===== src/design/soft_knee_compressor_gate_unit_assert.svh =====
// Assertion macros for the soft-knee compressor gate unit
`ifndef SOFT_KNEE_COMPRESSOR_GATE_UNIT_ASSERT_SVH
`define SOFT_KNEE_COMPRESSOR_GATE_UNIT_ASSERT_SVH

// same-cycle implication
`define SKCG_ASSERT_NOW(lbl, ant, cons, msg) \
  lbl: assert property (@(posedge clk) disable iff (!rst_n) (ant) |-> (cons)) else $error(msg);

// next-cycle implication
`define SKCG_ASSERT_NEXT(lbl, ant, cons, msg) \
  lbl: assert property (@(posedge clk) disable iff (!rst_n) (ant) |=> (cons)) else $error(msg);

`endif


===== src/design/skcg_pkg.sv =====
package skcg_pkg;

  localparam int CHANNELS  = 8;
  localparam int CH_W      = 3;
  localparam int CFG_IDX_W = 3;
  localparam int LOG_STEPS = 10;
  localparam int EXP_STEPS = 10;
  localparam int DIV_STEPS = 22;
  localparam logic [15:0] ONE_Q12 = 16'd4096;

  typedef enum logic [CFG_IDX_W-1:0] {
    CFG_THRESHOLD = 3'd0,
    CFG_HALF_KNEE = 3'd1,
    CFG_RECIP_CR  = 3'd2,
    CFG_GATE      = 3'd3,
    CFG_ATTACK    = 3'd4,
    CFG_RELEASE   = 3'd5
  } cfg_idx_t;

  typedef enum logic [4:0] {
    OP_NONE     = 5'd0,
    OP_LOAD     = 5'd1,
    OP_LOG_INIT = 5'd2,
    OP_LOG_MUL  = 5'd3,
    OP_LOG_UPD  = 5'd4,
    OP_DIFF     = 5'd5,
    OP_ZERO_T   = 5'd6,
    OP_K_UU     = 5'd7,
    OP_K_RD     = 5'd8,
    OP_K_KD     = 5'd9,
    OP_K_GR     = 5'd10,
    OP_K_SUM    = 5'd11,
    OP_DIV_STEP = 5'd12,
    OP_K_END    = 5'd13,
    OP_LIN_MUL  = 5'd14,
    OP_LIN_END  = 5'd15,
    OP_SM_MUL   = 5'd16,
    OP_SM_END   = 5'd17,
    OP_EXP_INIT = 5'd18,
    OP_EXP_MUL  = 5'd19,
    OP_EXP_UPD  = 5'd20,
    OP_OUT_MUL  = 5'd21,
    OP_OUT_END  = 5'd22
  } op_t;

  typedef struct packed {
    op_t        op;
    logic [4:0] idx;
  } cmd_t;

  typedef struct packed {
    logic       ctrl_zero;
    logic       knee;
    logic [9:0] f;
  } sts_t;

  function automatic logic [30:0] exp_tab(input logic [3:0] k);
    case (k)
      4'd0:    exp_tab = 31'd1518500250;
      4'd1:    exp_tab = 31'd1276901417;
      4'd2:    exp_tab = 31'd1170923762;
      4'd3:    exp_tab = 31'd1121280436;
      4'd4:    exp_tab = 31'd1097253708;
      4'd5:    exp_tab = 31'd1085434106;
      4'd6:    exp_tab = 31'd1079572136;
      4'd7:    exp_tab = 31'd1076653033;
      4'd8:    exp_tab = 31'd1075196443;
      4'd9:    exp_tab = 31'd1074468888;
      default: exp_tab = 31'd1073741824;
    endcase
  endfunction

endpackage


===== src/design/skcg_ctrl.sv =====
`include "soft_knee_compressor_gate_unit_assert.svh"

module skcg_ctrl
  import skcg_pkg::*;
(
  input  logic clk,
  input  logic rst_n,
  input  logic in_valid,
  output logic in_ready,
  output logic out_valid,
  input  logic out_ready,
  input  sts_t sts,
  output cmd_t cmd
);

  typedef enum logic [26:0] {
    S_IDLE     = 27'd1 << 0,
    S_LOG_INIT = 27'd1 << 1,
    S_LOG_MUL  = 27'd1 << 2,
    S_LOG_UPD  = 27'd1 << 3,
    S_DIFF     = 27'd1 << 4,
    S_CURVE    = 27'd1 << 5,
    S_K_UU     = 27'd1 << 6,
    S_K_RD     = 27'd1 << 7,
    S_K_KD     = 27'd1 << 8,
    S_K_GR     = 27'd1 << 9,
    S_K_SUM    = 27'd1 << 10,
    S_DIV      = 27'd1 << 11,
    S_K_END    = 27'd1 << 12,
    S_LIN_MUL  = 27'd1 << 13,
    S_LIN_END  = 27'd1 << 14,
    S_SM_MUL   = 27'd1 << 15,
    S_SM_END   = 27'd1 << 16,
    S_EXP_INIT = 27'd1 << 17,
    S_EXP_CHK  = 27'd1 << 18,
    S_EXP_MUL  = 27'd1 << 19,
    S_EXP_UPD  = 27'd1 << 20,
    S_OUT_MUL  = 27'd1 << 21,
    S_FIN      = 27'd1 << 22,
    S_SPARE0   = 27'd1 << 23,
    S_SPARE1   = 27'd1 << 24,
    S_SPARE2   = 27'd1 << 25,
    S_SPARE3   = 27'd1 << 26
  } state_t;

  state_t     state_r, state_nxt;
  logic [4:0] cnt_r, cnt_nxt;
  logic       out_valid_r, out_valid_nxt;
  logic [3:0] fidx;

  assign fidx = 4'd9 - cnt_r[3:0];

  always_comb begin
    state_nxt     = state_r;
    cnt_nxt       = cnt_r;
    out_valid_nxt = out_valid_r && !out_ready;
    cmd.op        = OP_NONE;
    cmd.idx       = cnt_r;
    in_ready      = 1'b0;
    case (state_r)
      S_IDLE: begin
        in_ready = 1'b1;
        if (in_valid) begin
          cmd.op    = OP_LOAD;
          state_nxt = S_LOG_INIT;
        end
      end
      S_LOG_INIT: begin
        cnt_nxt = '0;
        if (sts.ctrl_zero) begin
          cmd.op    = OP_ZERO_T;
          state_nxt = S_SM_MUL;
        end else begin
          cmd.op    = OP_LOG_INIT;
          state_nxt = S_LOG_MUL;
        end
      end
      S_LOG_MUL: begin
        cmd.op    = OP_LOG_MUL;
        state_nxt = S_LOG_UPD;
      end
      S_LOG_UPD: begin
        cmd.op  = OP_LOG_UPD;
        cnt_nxt = cnt_r + 5'd1;
        state_nxt = (cnt_r == 5'(LOG_STEPS - 1)) ? S_DIFF : S_LOG_MUL;
      end
      S_DIFF: begin
        cmd.op    = OP_DIFF;
        state_nxt = S_CURVE;
      end
      S_CURVE: state_nxt = sts.knee ? S_K_UU : S_LIN_MUL;
      S_K_UU: begin
        cmd.op    = OP_K_UU;
        state_nxt = S_K_RD;
      end
      S_K_RD: begin
        cmd.op    = OP_K_RD;
        state_nxt = S_K_KD;
      end
      S_K_KD: begin
        cmd.op    = OP_K_KD;
        state_nxt = S_K_GR;
      end
      S_K_GR: begin
        cmd.op    = OP_K_GR;
        state_nxt = S_K_SUM;
      end
      S_K_SUM: begin
        cmd.op    = OP_K_SUM;
        cnt_nxt   = '0;
        state_nxt = S_DIV;
      end
      S_DIV: begin
        cmd.op  = OP_DIV_STEP;
        cnt_nxt = cnt_r + 5'd1;
        if (cnt_r == 5'(DIV_STEPS - 1)) begin
          state_nxt = S_K_END;
        end
      end
      S_K_END: begin
        cmd.op    = OP_K_END;
        state_nxt = S_SM_MUL;
      end
      S_LIN_MUL: begin
        cmd.op    = OP_LIN_MUL;
        state_nxt = S_LIN_END;
      end
      S_LIN_END: begin
        cmd.op    = OP_LIN_END;
        state_nxt = S_SM_MUL;
      end
      S_SM_MUL: begin
        cmd.op    = OP_SM_MUL;
        state_nxt = S_SM_END;
      end
      S_SM_END: begin
        cmd.op    = OP_SM_END;
        state_nxt = S_EXP_INIT;
      end
      S_EXP_INIT: begin
        cmd.op    = OP_EXP_INIT;
        cnt_nxt   = '0;
        state_nxt = S_EXP_CHK;
      end
      S_EXP_CHK: begin
        if (sts.f[fidx]) begin
          state_nxt = S_EXP_MUL;
        end else if (cnt_r == 5'(EXP_STEPS - 1)) begin
          state_nxt = S_OUT_MUL;
        end else begin
          cnt_nxt = cnt_r + 5'd1;
        end
      end
      S_EXP_MUL: begin
        cmd.op    = OP_EXP_MUL;
        state_nxt = S_EXP_UPD;
      end
      S_EXP_UPD: begin
        cmd.op = OP_EXP_UPD;
        if (cnt_r == 5'(EXP_STEPS - 1)) begin
          state_nxt = S_OUT_MUL;
        end else begin
          cnt_nxt   = cnt_r + 5'd1;
          state_nxt = S_EXP_CHK;
        end
      end
      S_OUT_MUL: begin
        cmd.op    = OP_OUT_MUL;
        state_nxt = S_FIN;
      end
      S_FIN: begin
        if (!out_valid_r || out_ready) begin
          cmd.op        = OP_OUT_END;
          out_valid_nxt = 1'b1;
          state_nxt     = S_IDLE;
        end
      end
      default: state_nxt = S_IDLE;
    endcase
  end

  always_ff @(posedge clk) begin
    if (!rst_n) begin
      state_r     <= S_IDLE;
      cnt_r       <= '0;
      out_valid_r <= 1'b0;
    end else begin
      state_r     <= state_nxt;
      cnt_r       <= cnt_nxt;
      out_valid_r <= out_valid_nxt;
    end
  end

  assign out_valid = out_valid_r;

  `SKCG_ASSERT_NEXT(a_busy_after_transfer, in_valid && in_ready, !in_ready, "accepted while busy")
  `SKCG_ASSERT_NEXT(a_fin_waits, state_r == S_FIN && out_valid_r && !out_ready, state_r == S_FIN, "result overwritten")
  `SKCG_ASSERT_NOW(a_div_bound, cmd.op == OP_DIV_STEP, cnt_r < 5'(DIV_STEPS), "divider overrun")

endmodule


===== config.mk =====
export PLATFORM = sky130hd
export DESIGN_NAME = skcg_ctrl
export DESIGN_NICKNAME = d
export VERILOG_FILES = /design/src/design/skcg_pkg.sv /design/src/design/skcg_ctrl.sv
export VERILOG_INCLUDE_DIRS = /design/src /design/src/design
export SDC_FILE = /design/constraint.sdc
export NUM_CORES = 1
export LEC_CHECK = 0
export BUFFER_PORTS_ARGS = -buffer_cell sky130_fd_sc_hd__buf_2
export CORE_MARGIN = 10
export CORE_UTILIZATION = 50
export DETAILED_ROUTE_END_ITERATION = 6
export MAX_ROUTING_LAYER = met4
export PLACE_DENSITY_LB_ADDON = 0.25
export SYNTH_ARGS = -nofsm -noshare
export SYNTH_HDL_FRONTEND = slang
export SYNTH_SLANG_ARGS = --single-unit

===== constraint.sdc =====
create_clock -name clk -period 3 [get_ports clk]
set_input_delay 0.3 -clock clk [delete_from_list [all_inputs] [get_ports clk]]
set_output_delay 0.3 -clock clk [all_outputs]
set_load 0.03 [all_outputs]

Word-level counts from Yosys, hierarchy flattened

Cells that the tools add are included.

$add $sub $neg: 2
Mux-type cells: 22
Eq/ne operators: 30
Reduce and logical (&&, ||, !) cells: 10
$lt $le $gt $ge: 1

Operator list:

| kind                                                  | number |
|---|---|
| case mux 27 bit (22 select lines)                     | 1 |
| 2-to-1 mux 27 bit                                     | 5 |
| case mux 5 bit (21 select lines)                      | 1 |
| equality test 27 x 1 -> 1 bit, second input constant  | 1 |
| equality test 27 x 10 -> 1 bit, second input constant | 1 |
| equality test 27 x 11 -> 1 bit, second input constant | 1 |
| equality test 27 x 12 -> 1 bit, second input constant | 1 |
| equality test 27 x 13 -> 1 bit, second input constant | 1 |
| equality test 27 x 14 -> 1 bit, second input constant | 1 |
| equality test 27 x 15 -> 1 bit, second input constant | 1 |
| equality test 27 x 16 -> 1 bit, second input constant | 1 |
| equality test 27 x 17 -> 1 bit, second input constant | 1 |
| equality test 27 x 18 -> 1 bit, second input constant | 1 |
| equality test 27 x 19 -> 1 bit, second input constant | 1 |
| equality test 27 x 2 -> 1 bit, second input constant  | 1 |
| equality test 27 x 20 -> 1 bit, second input constant | 1 |
| equality test 27 x 21 -> 1 bit, second input constant | 1 |
| equality test 27 x 22 -> 1 bit, second input constant | 1 |
| equality test 27 x 23 -> 1 bit, second input constant | 1 |
| equality test 27 x 3 -> 1 bit, second input constant  | 1 |
| equality test 27 x 4 -> 1 bit, second input constant  | 1 |
| equality test 27 x 5 -> 1 bit, second input constant  | 1 |
| equality test 27 x 6 -> 1 bit, second input constant  | 1 |
| equality test 27 x 7 -> 1 bit, second input constant  | 1 |
| 25 further kinds                                      | 37 |

Bits in registers: 33

Longest topological paths before layout

Gate-level depths: netlist of the first run.

Word-level depth: 5
Depth in mapped cells: 9

Worst setup path before layout of the first run

No wires, ideal clock.

Path kind: flip-flop to output port
From: register state_r[12]
To: output port cmd[5] (netlist name)
Arrival time: 2.268 ns
Setup slack: 0.432 ns
Cell stages (with the launch flop): 8
Path buffers: 1
Cells stage by stage: dfxtp_1 buf_6 nor4_4 nand4_4 or3_4 or4b_4 nand4b_2 a2111o_1

RTL lines:

| what                     | RTL line         | RTL |
|---|---|---|
| start: declaration       | skcg_ctrl.sv:46  | `state_t state_r, state_nxt;` |
| start signal: assignment | skcg_ctrl.sv:188 | `state_r <= state_nxt;` |
| end: declaration         | skcg_ctrl.sv:13  | `output cmd_t cmd` |

==> results.cfg, run 1 <==
[power]
p_clk_share_pct = 23.4
combPwrFrac_pct = 43.2
powerDensity_nw_per_um2 = 557
ir_drop_v = 0.000315
p_sw_share_pct = 41.4
pwr-share-seq_pct = 33.4
internal_power_w = 0.000786
leakagePower_nw = 0.985
p_sw_w = 0.000556

[drt]
vias = 2098
avgRoutedWirePerCell_microns = 17.2
routed_wl_microns = 5730
ant_nets = 0
dr.first_iter.drc_count = 327
firstDrtPassIters = 5
vias_per_cell = 6.30
drc = 0

[hold_path]
min_to = state_r[13]$_SDFFE_PN0P_
hold_depth = 2
hp-class = in -> reg
min_from = sts[10]

[logic_synthesis]
synth-compound-area-share_pct = 9.89
synthesis.area_sq_um = 2040
synth_fp_nets = 259
ys_seq_elements = 29
synthTopCellsByArea = dfxtp_1 29%, nor4_1 4.9%, nor3_1 4.7%
syn_inst = 239
synth.distinct_cells = 52
yosys-mux-area-fraction_pct = 4.05
synthAdderAreaFrac_pct = 2.46
synth_xor_xnor_area_share_pct = 2.58
synth_warnings = 0
async_reset_ff_share_pct = 0
ys_top_cells_by_count = 29 x dfxtp_1, 22 x nand2_1, 20 x nor2_1
synthSimpleGateAreaFrac_pct = 49.2
synth_top_area_share_pct = 28.5
yosys.cell_count.top_type = dfxtp_1
synth_ff_type = dfxtp_1
synth_edf_count = 0
synth_top_family_by_area = simple AND/OR/NAND/NOR gates
synth_top_area_cell = dfxtp_1
synth_seq_area_share_pct = 28.5
syn_avg_cell_area_sq_um = 8.52

[sta]
grt_setup_unrepaired = no
final_hold_viol_count = 0
slew_headroom_pct = 41.7
worst_pin_slew_ns = 0.866
slew_viol_final = 0
fin_setup_tns_ns = 0
whs_ns = 0.198
fin_worst_skew_ns = 0.00330
fin_crit_sh_pct = 95.6
fmax_mhz = 349
min_period_ns = 2.87
setup_viol = 0

[clock_network]
insertion_delay_ns = 0.28
clk_pin_slew_worst_paths_ns = 0.06
root_buffer = clkbuf_8
postCtsHoldBufs = 0
cts_tree = yes
cts_made_buffers = 5
cts.sinks = 29
cts_max_path_buffers = 2
cts_max_level = 2

[worst_setup_path]
r2r_end = state_r[0]$_SDFFE_PN1P_
crit_family = simple AND/OR/NAND/NOR gates
critPathKind = reg -> out
endpoint_kind = output pin
start_kind = flip-flop
crit_chain = nor4_4 -> buf_4 -> nand3_1 -> or3_1 -> nor2_1 -> a2111o_1 -> buf_2
slowest_delay_ns = 0.49
critical_path.slowest_cell = or3_1
arrival_ns = 2.57
critical_path_required_ns = 2.70
r2r_slack_ns = 0.42
path_max_fanout = 11
crit_buf_inv = 2
r2r_start = cnt_r[2]$_SDFFE_PN0P_
ff2ff_path_depth = 8

[global_route]
grt_max_degree = 15
grt_pass1_wl_microns = 9450
antenna_found_initial = 0
overflow = 0
grt_pass1_vias = 1942
grt_use_total_pct = 16.5

[floorplanning]
initial_core_util_pct = 51.3
io_pins = 28
die_w_microns = 83.8
design.die.area_sq_um = 7030
coreArea_sq_um = 3970
die_y_microns = 83.8
rows = 23

[final_layout]
drive_gt1_share_pct = 26.5
area_delta_synth_final_pct = 18.3
nNetsFinal = 302
n_antenna_cell = 0

[flow_run]
maxCapViolCount = 0

[place]
place.gp.congestion = 0.978
portBuffers = 27
place_hpwl_microns = 4520

[status]
status = completed
==> layout by cell type, fill, tap and decap left out, types with 6 or more instances in the layout <==
master	n
nor2_1	20
nand4_1	6
mux2i_1	6
nand3_1	10
nor3_1	18
nor4_2	6
or3_1	7
buf_4	16
inv_1	6
dfxtp_1	29
nand2b_1	9
buf_2	27
nor4b_1	8
nor4_1	14
a21oi_1	6
nand2_1	22
==> power by group through the flow <==
stage	sequential, W	clock (W)	combinational [W]
floorplan	0.000453	0	0.000394
global placement	0.000456	0	0.000552
detailed placement	0.000457	0	0.000551
CTS	0.000448	0.000319	0.000552
global route	0.000456	0.000335	0.000623
finish	0.000449	0.000313	0.000580
==> worst max path at each step <==
stage	start	to	slack (ns)	cells past startpoint
after CTS	state_r[19]$_SDFFE_PN0P_	cmd[5]	0.02	7
after global placement	state_r[4]$_SDFFE_PN0P_	cmd[5]	0.33	7
after global routing	state_r[22]$_SDFFE_PN0P_	cmd[5]	0.02	7
after floorplan	state_r[12]$_SDFFE_PN0P_	cmd[5]	0.43	7
final	state_r[7]$_SDFFE_PN0P_	cmd[5]	0.13	7
after detailed placement	state_r[4]$_SDFFE_PN0P_	cmd[5]	0.25	7
==> kinds of logic after synthesis <==
kind of cell / Yosys count
flops: 29
mux: 7
xor+xnor: 6
buf+inv: 13
simple gates: 155
compound gates: 25
fa+ha+maj: 4
==> timing repair <==
action | CTS | global route
resized for setup | 0 | 4
endpoints found under the setup margin | 1 | 4
pin swaps | 2 | 1
buffers inserted | 3 | 2
==> stage by stage <==
step | instance area [sq um] | utilization [%] | power, W | setup WS, ns | cells
after global placement | 2270 | 57.2 | 0.00101 | 0.334 | 320
after detailed placement | 2270 | 57.2 | 0.00101 | 0.254 | 320
after floorplan | 2040 | - | 0.000847 | 0.432 | 239
after CTS | 2380 | 59.9 | 0.00132 | 0.0201 | 331
after global routing | 2410 | 60.7 | 0.00141 | 0.0150 | 333
final | 2410 | 60.7 | 0.00134 | 0.132 | 333
==> state kept, by name, summed over array words and instances, names as in the netlist <==
| register | cells |
|---|---|
| state_r | 23 |
| out_valid | 1 |
| cnt_r | 5 |
==> routing by layer <==
layer	track usage [%]	routed length (microns)	share of wire [%]	vias up
met4	5.02	80	1.4	0
li1	-	-	-	1001
met5	-	0	0	-
met1	21.3	2600	45	998
met2	24.8	2630	46	88
met3	3.91	427	7.4	11
==> cell type report <==
cell class,instances,area [sq um]
Clock buffer,6,72.6
Tap cell,50,62.6
Clock inverter,2,10.0
Sequential cell,29,581
Timing Repair Buffer,43,255
Inverter,6,22.5
Fill cell,384,1560
Multi-Input combinational cell,197,1410
No activity file was read; power rests on OpenSTA's default activity.
==> run 2, diff against run 1 <==
RECOVER_POWER = 50   (was unset)
==> run 2 against run 1 <==
Against the previous run: combinational power down 3%; via count fell by 0.29%; sequential share of layout area rose by 0.25 points; fmax increased by 0.20%; count of clock-buffer cells in the layout unchanged; critical path depth unchanged; clock power barely moved; clock skew barely moved; worst hold slack gained 0.0056 ns; sequential cell count unchanged; register-to-register slack lost 0.13 ns; largest cell class unchanged; largest power group unchanged.
==> results.cfg, run 2 (synthesized netlist as in run 1, its figures left out) <==
[place]
portBuffers = 27
place_hpwl_microns = 4520
place.gp.congestion = 0.978
place_inst = 320

[clock_network]
root_buffer = clkbuf_8
postCtsHoldBufs = 0
cts_made_buffers = 5
insertion_delay_ns = 0.28
cts_tree = yes
clk_pin_slew_worst_paths_ns = 0.06
cts_max_path_buffers = 2
cts.sinks = 29
cts_max_level = 2

[final_layout]
area_delta_synth_final_pct = 17.1
instances_no_fill = 333
nNetsFinal = 302
regMostFlops = state_r
layout_common_cells = 29 x dfxtp_1, 22 x nand2_1, 20 x nor2_1, 20 x buf_2, 18 x nor3_1
drive_gt1_share_pct = 23.0
n_antenna_cell = 0
layout_commonest_cell = dfxtp_1
largest_reg_flops = 23

[floorplanning]
die_y_microns = 83.8
initial_core_util_pct = 51.3
io_pins = 28
coreArea_sq_um = 3970
design.die.area_sq_um = 7030
die_w_microns = 83.8
rows = 23

[global_route]
grt_pass1_wl_microns = 9450
grt_use_total_pct = 16.5
overflow = 0
grt_pass1_vias = 1942
antenna_found_initial = 0
grt_max_degree = 15

[drt]
ant_nets = 0
avgRoutedWirePerCell_microns = 17.2
vias_per_cell = 6.28
vias = 2092
dr.first_iter.drc_count = 318
firstDrtPassIters = 5
routed_wl_microns = 5730
drc = 0

[sta]
grt_setup_unrepaired = no
slew_viol_final = 0
fin_setup_tns_ns = 0
setup_viol = 0
slew_headroom_pct = 42.4
final_hold_viol_count = 0
fin_worst_skew_ns = 0.00314
fmax_mhz = 349
fin_crit_sh_pct = 95.4
min_period_ns = 2.86
whs_ns = 0.204
worst_pin_slew_ns = 0.856

[worst_setup_path]
r2r_slack_ns = 0.29
endpoint_kind = output pin
r2r_start = cnt_r[2]$_SDFFE_PN0P_
ff2ff_path_depth = 8
critical_path_required_ns = 2.70
path_max_fanout = 7
critPathKind = reg -> out
start_kind = flip-flop
arrival_ns = 2.56
r2r_end = state_r[0]$_SDFFE_PN1P_

[hold_path]
min_from = sts[10]
hp-class = in -> reg
hold_depth = 2
min_to = state_r[13]$_SDFFE_PN0P_

[power]
internal_power_w = 0.000776
p_clk_share_pct = 23.6
pwr-share-seq_pct = 33.8
ir_drop_v = 0.000315
p_sw_share_pct = 41.6
p_sw_w = 0.000553
powerDensity_nw_per_um2 = 557
leakagePower_nw = 0.952
combPwrFrac_pct = 42.5

[status]
status = completed

[flow_run]
maxCapViolCount = 0
-- run 2: critical path: stages, from the launching register on --
cell      delay, ns
dfxtp_1        0.37
nor3_2         0.42
nand4_4        0.18
or3_4          0.37
or4b_4         0.51
nand4b_2       0.11
a2111o_1       0.12
buf_2          0.20
-- run 2: worst max-delay path by stage --
stage / to / startpoint / slack (ns) / cells after the start
after floorplan: cmd[5] / state_r[12]$_SDFFE_PN0P_ / 0.43 / 7
final: cmd[5] / state_r[22]$_SDFFE_PN0P_ / 0.14 / 7
after CTS: cmd[5] / state_r[19]$_SDFFE_PN0P_ / 0.02 / 7
after global routing: state_r[0]$_SDFFE_PN1P_ / cnt_r[2]$_SDFFE_PN0P_ / 0.008 / 8
after detailed placement: cmd[5] / state_r[4]$_SDFFE_PN0P_ / 0.25 / 7
after global placement: cmd[5] / state_r[4]$_SDFFE_PN0P_ / 0.33 / 7
-- run 2: repair_timing --
item / CTS / global route
pin swaps: 2 / 1
endpoints found under the hold margin: 0 / 0
gates resized for setup: 0 / 4
cloned: 0 / 0
setup buffers: 3 / 2
setup endpoints to repair: 1 / 4
-- run 2: layer usage --
layer / GRT usage (%) / vias to the layer above / wire length (microns)
li1: - / 1003 / -
met1: 21.3 / 994 / 2630
met2: 24.8 / 84 / 2630
met3: 3.91 / 11 / 390
met4: 5.02 / 0 / 82
met5: - / - / 0
-- run 2: area by class of cell --
class | count | area (sq um)
clock buffers | 6 | 72.6
clock inverters | 2 | 10.0
fillers | 394 | 1590
inverters | 6 | 22.5
multi-input cells | 197 | 1390
flip-flops and latches | 29 | 581
well taps | 50 | 62.6
repair buffers | 43 | 243
-- run 2: power groups by stage --
| stage | clock network [W] | logic, W | registers [W] |
|---|---|---|---|
| floorplan | 0 | 0.000394 | 0.000453 |
| global placement | 0 | 0.000552 | 0.000456 |
| detailed placement | 0 | 0.000551 | 0.000457 |
| CTS | 0.000319 | 0.000552 | 0.000448 |
| global route | 0.000335 | 0.000611 | 0.000456 |
| finish | 0.000314 | 0.000565 | 0.000450 |
-- run 2: through the flow --
stage / cell area, sq um / utilization [%] / total power, W / worst slack [ns]
2_1_floorplan: 2040 / - / 0.000847 / 0.432
3_3_place_gp: 2270 / 57.2 / 0.00101 / 0.334
3_5_place_dp: 2270 / 57.2 / 0.00101 / 0.254
4_1_cts: 2380 / 59.9 / 0.00132 / 0.0201
5_1_grt: 2380 / 60.1 / 0.00140 / 0.00750
6_report: 2380 / 60.1 / 0.00133 / 0.138
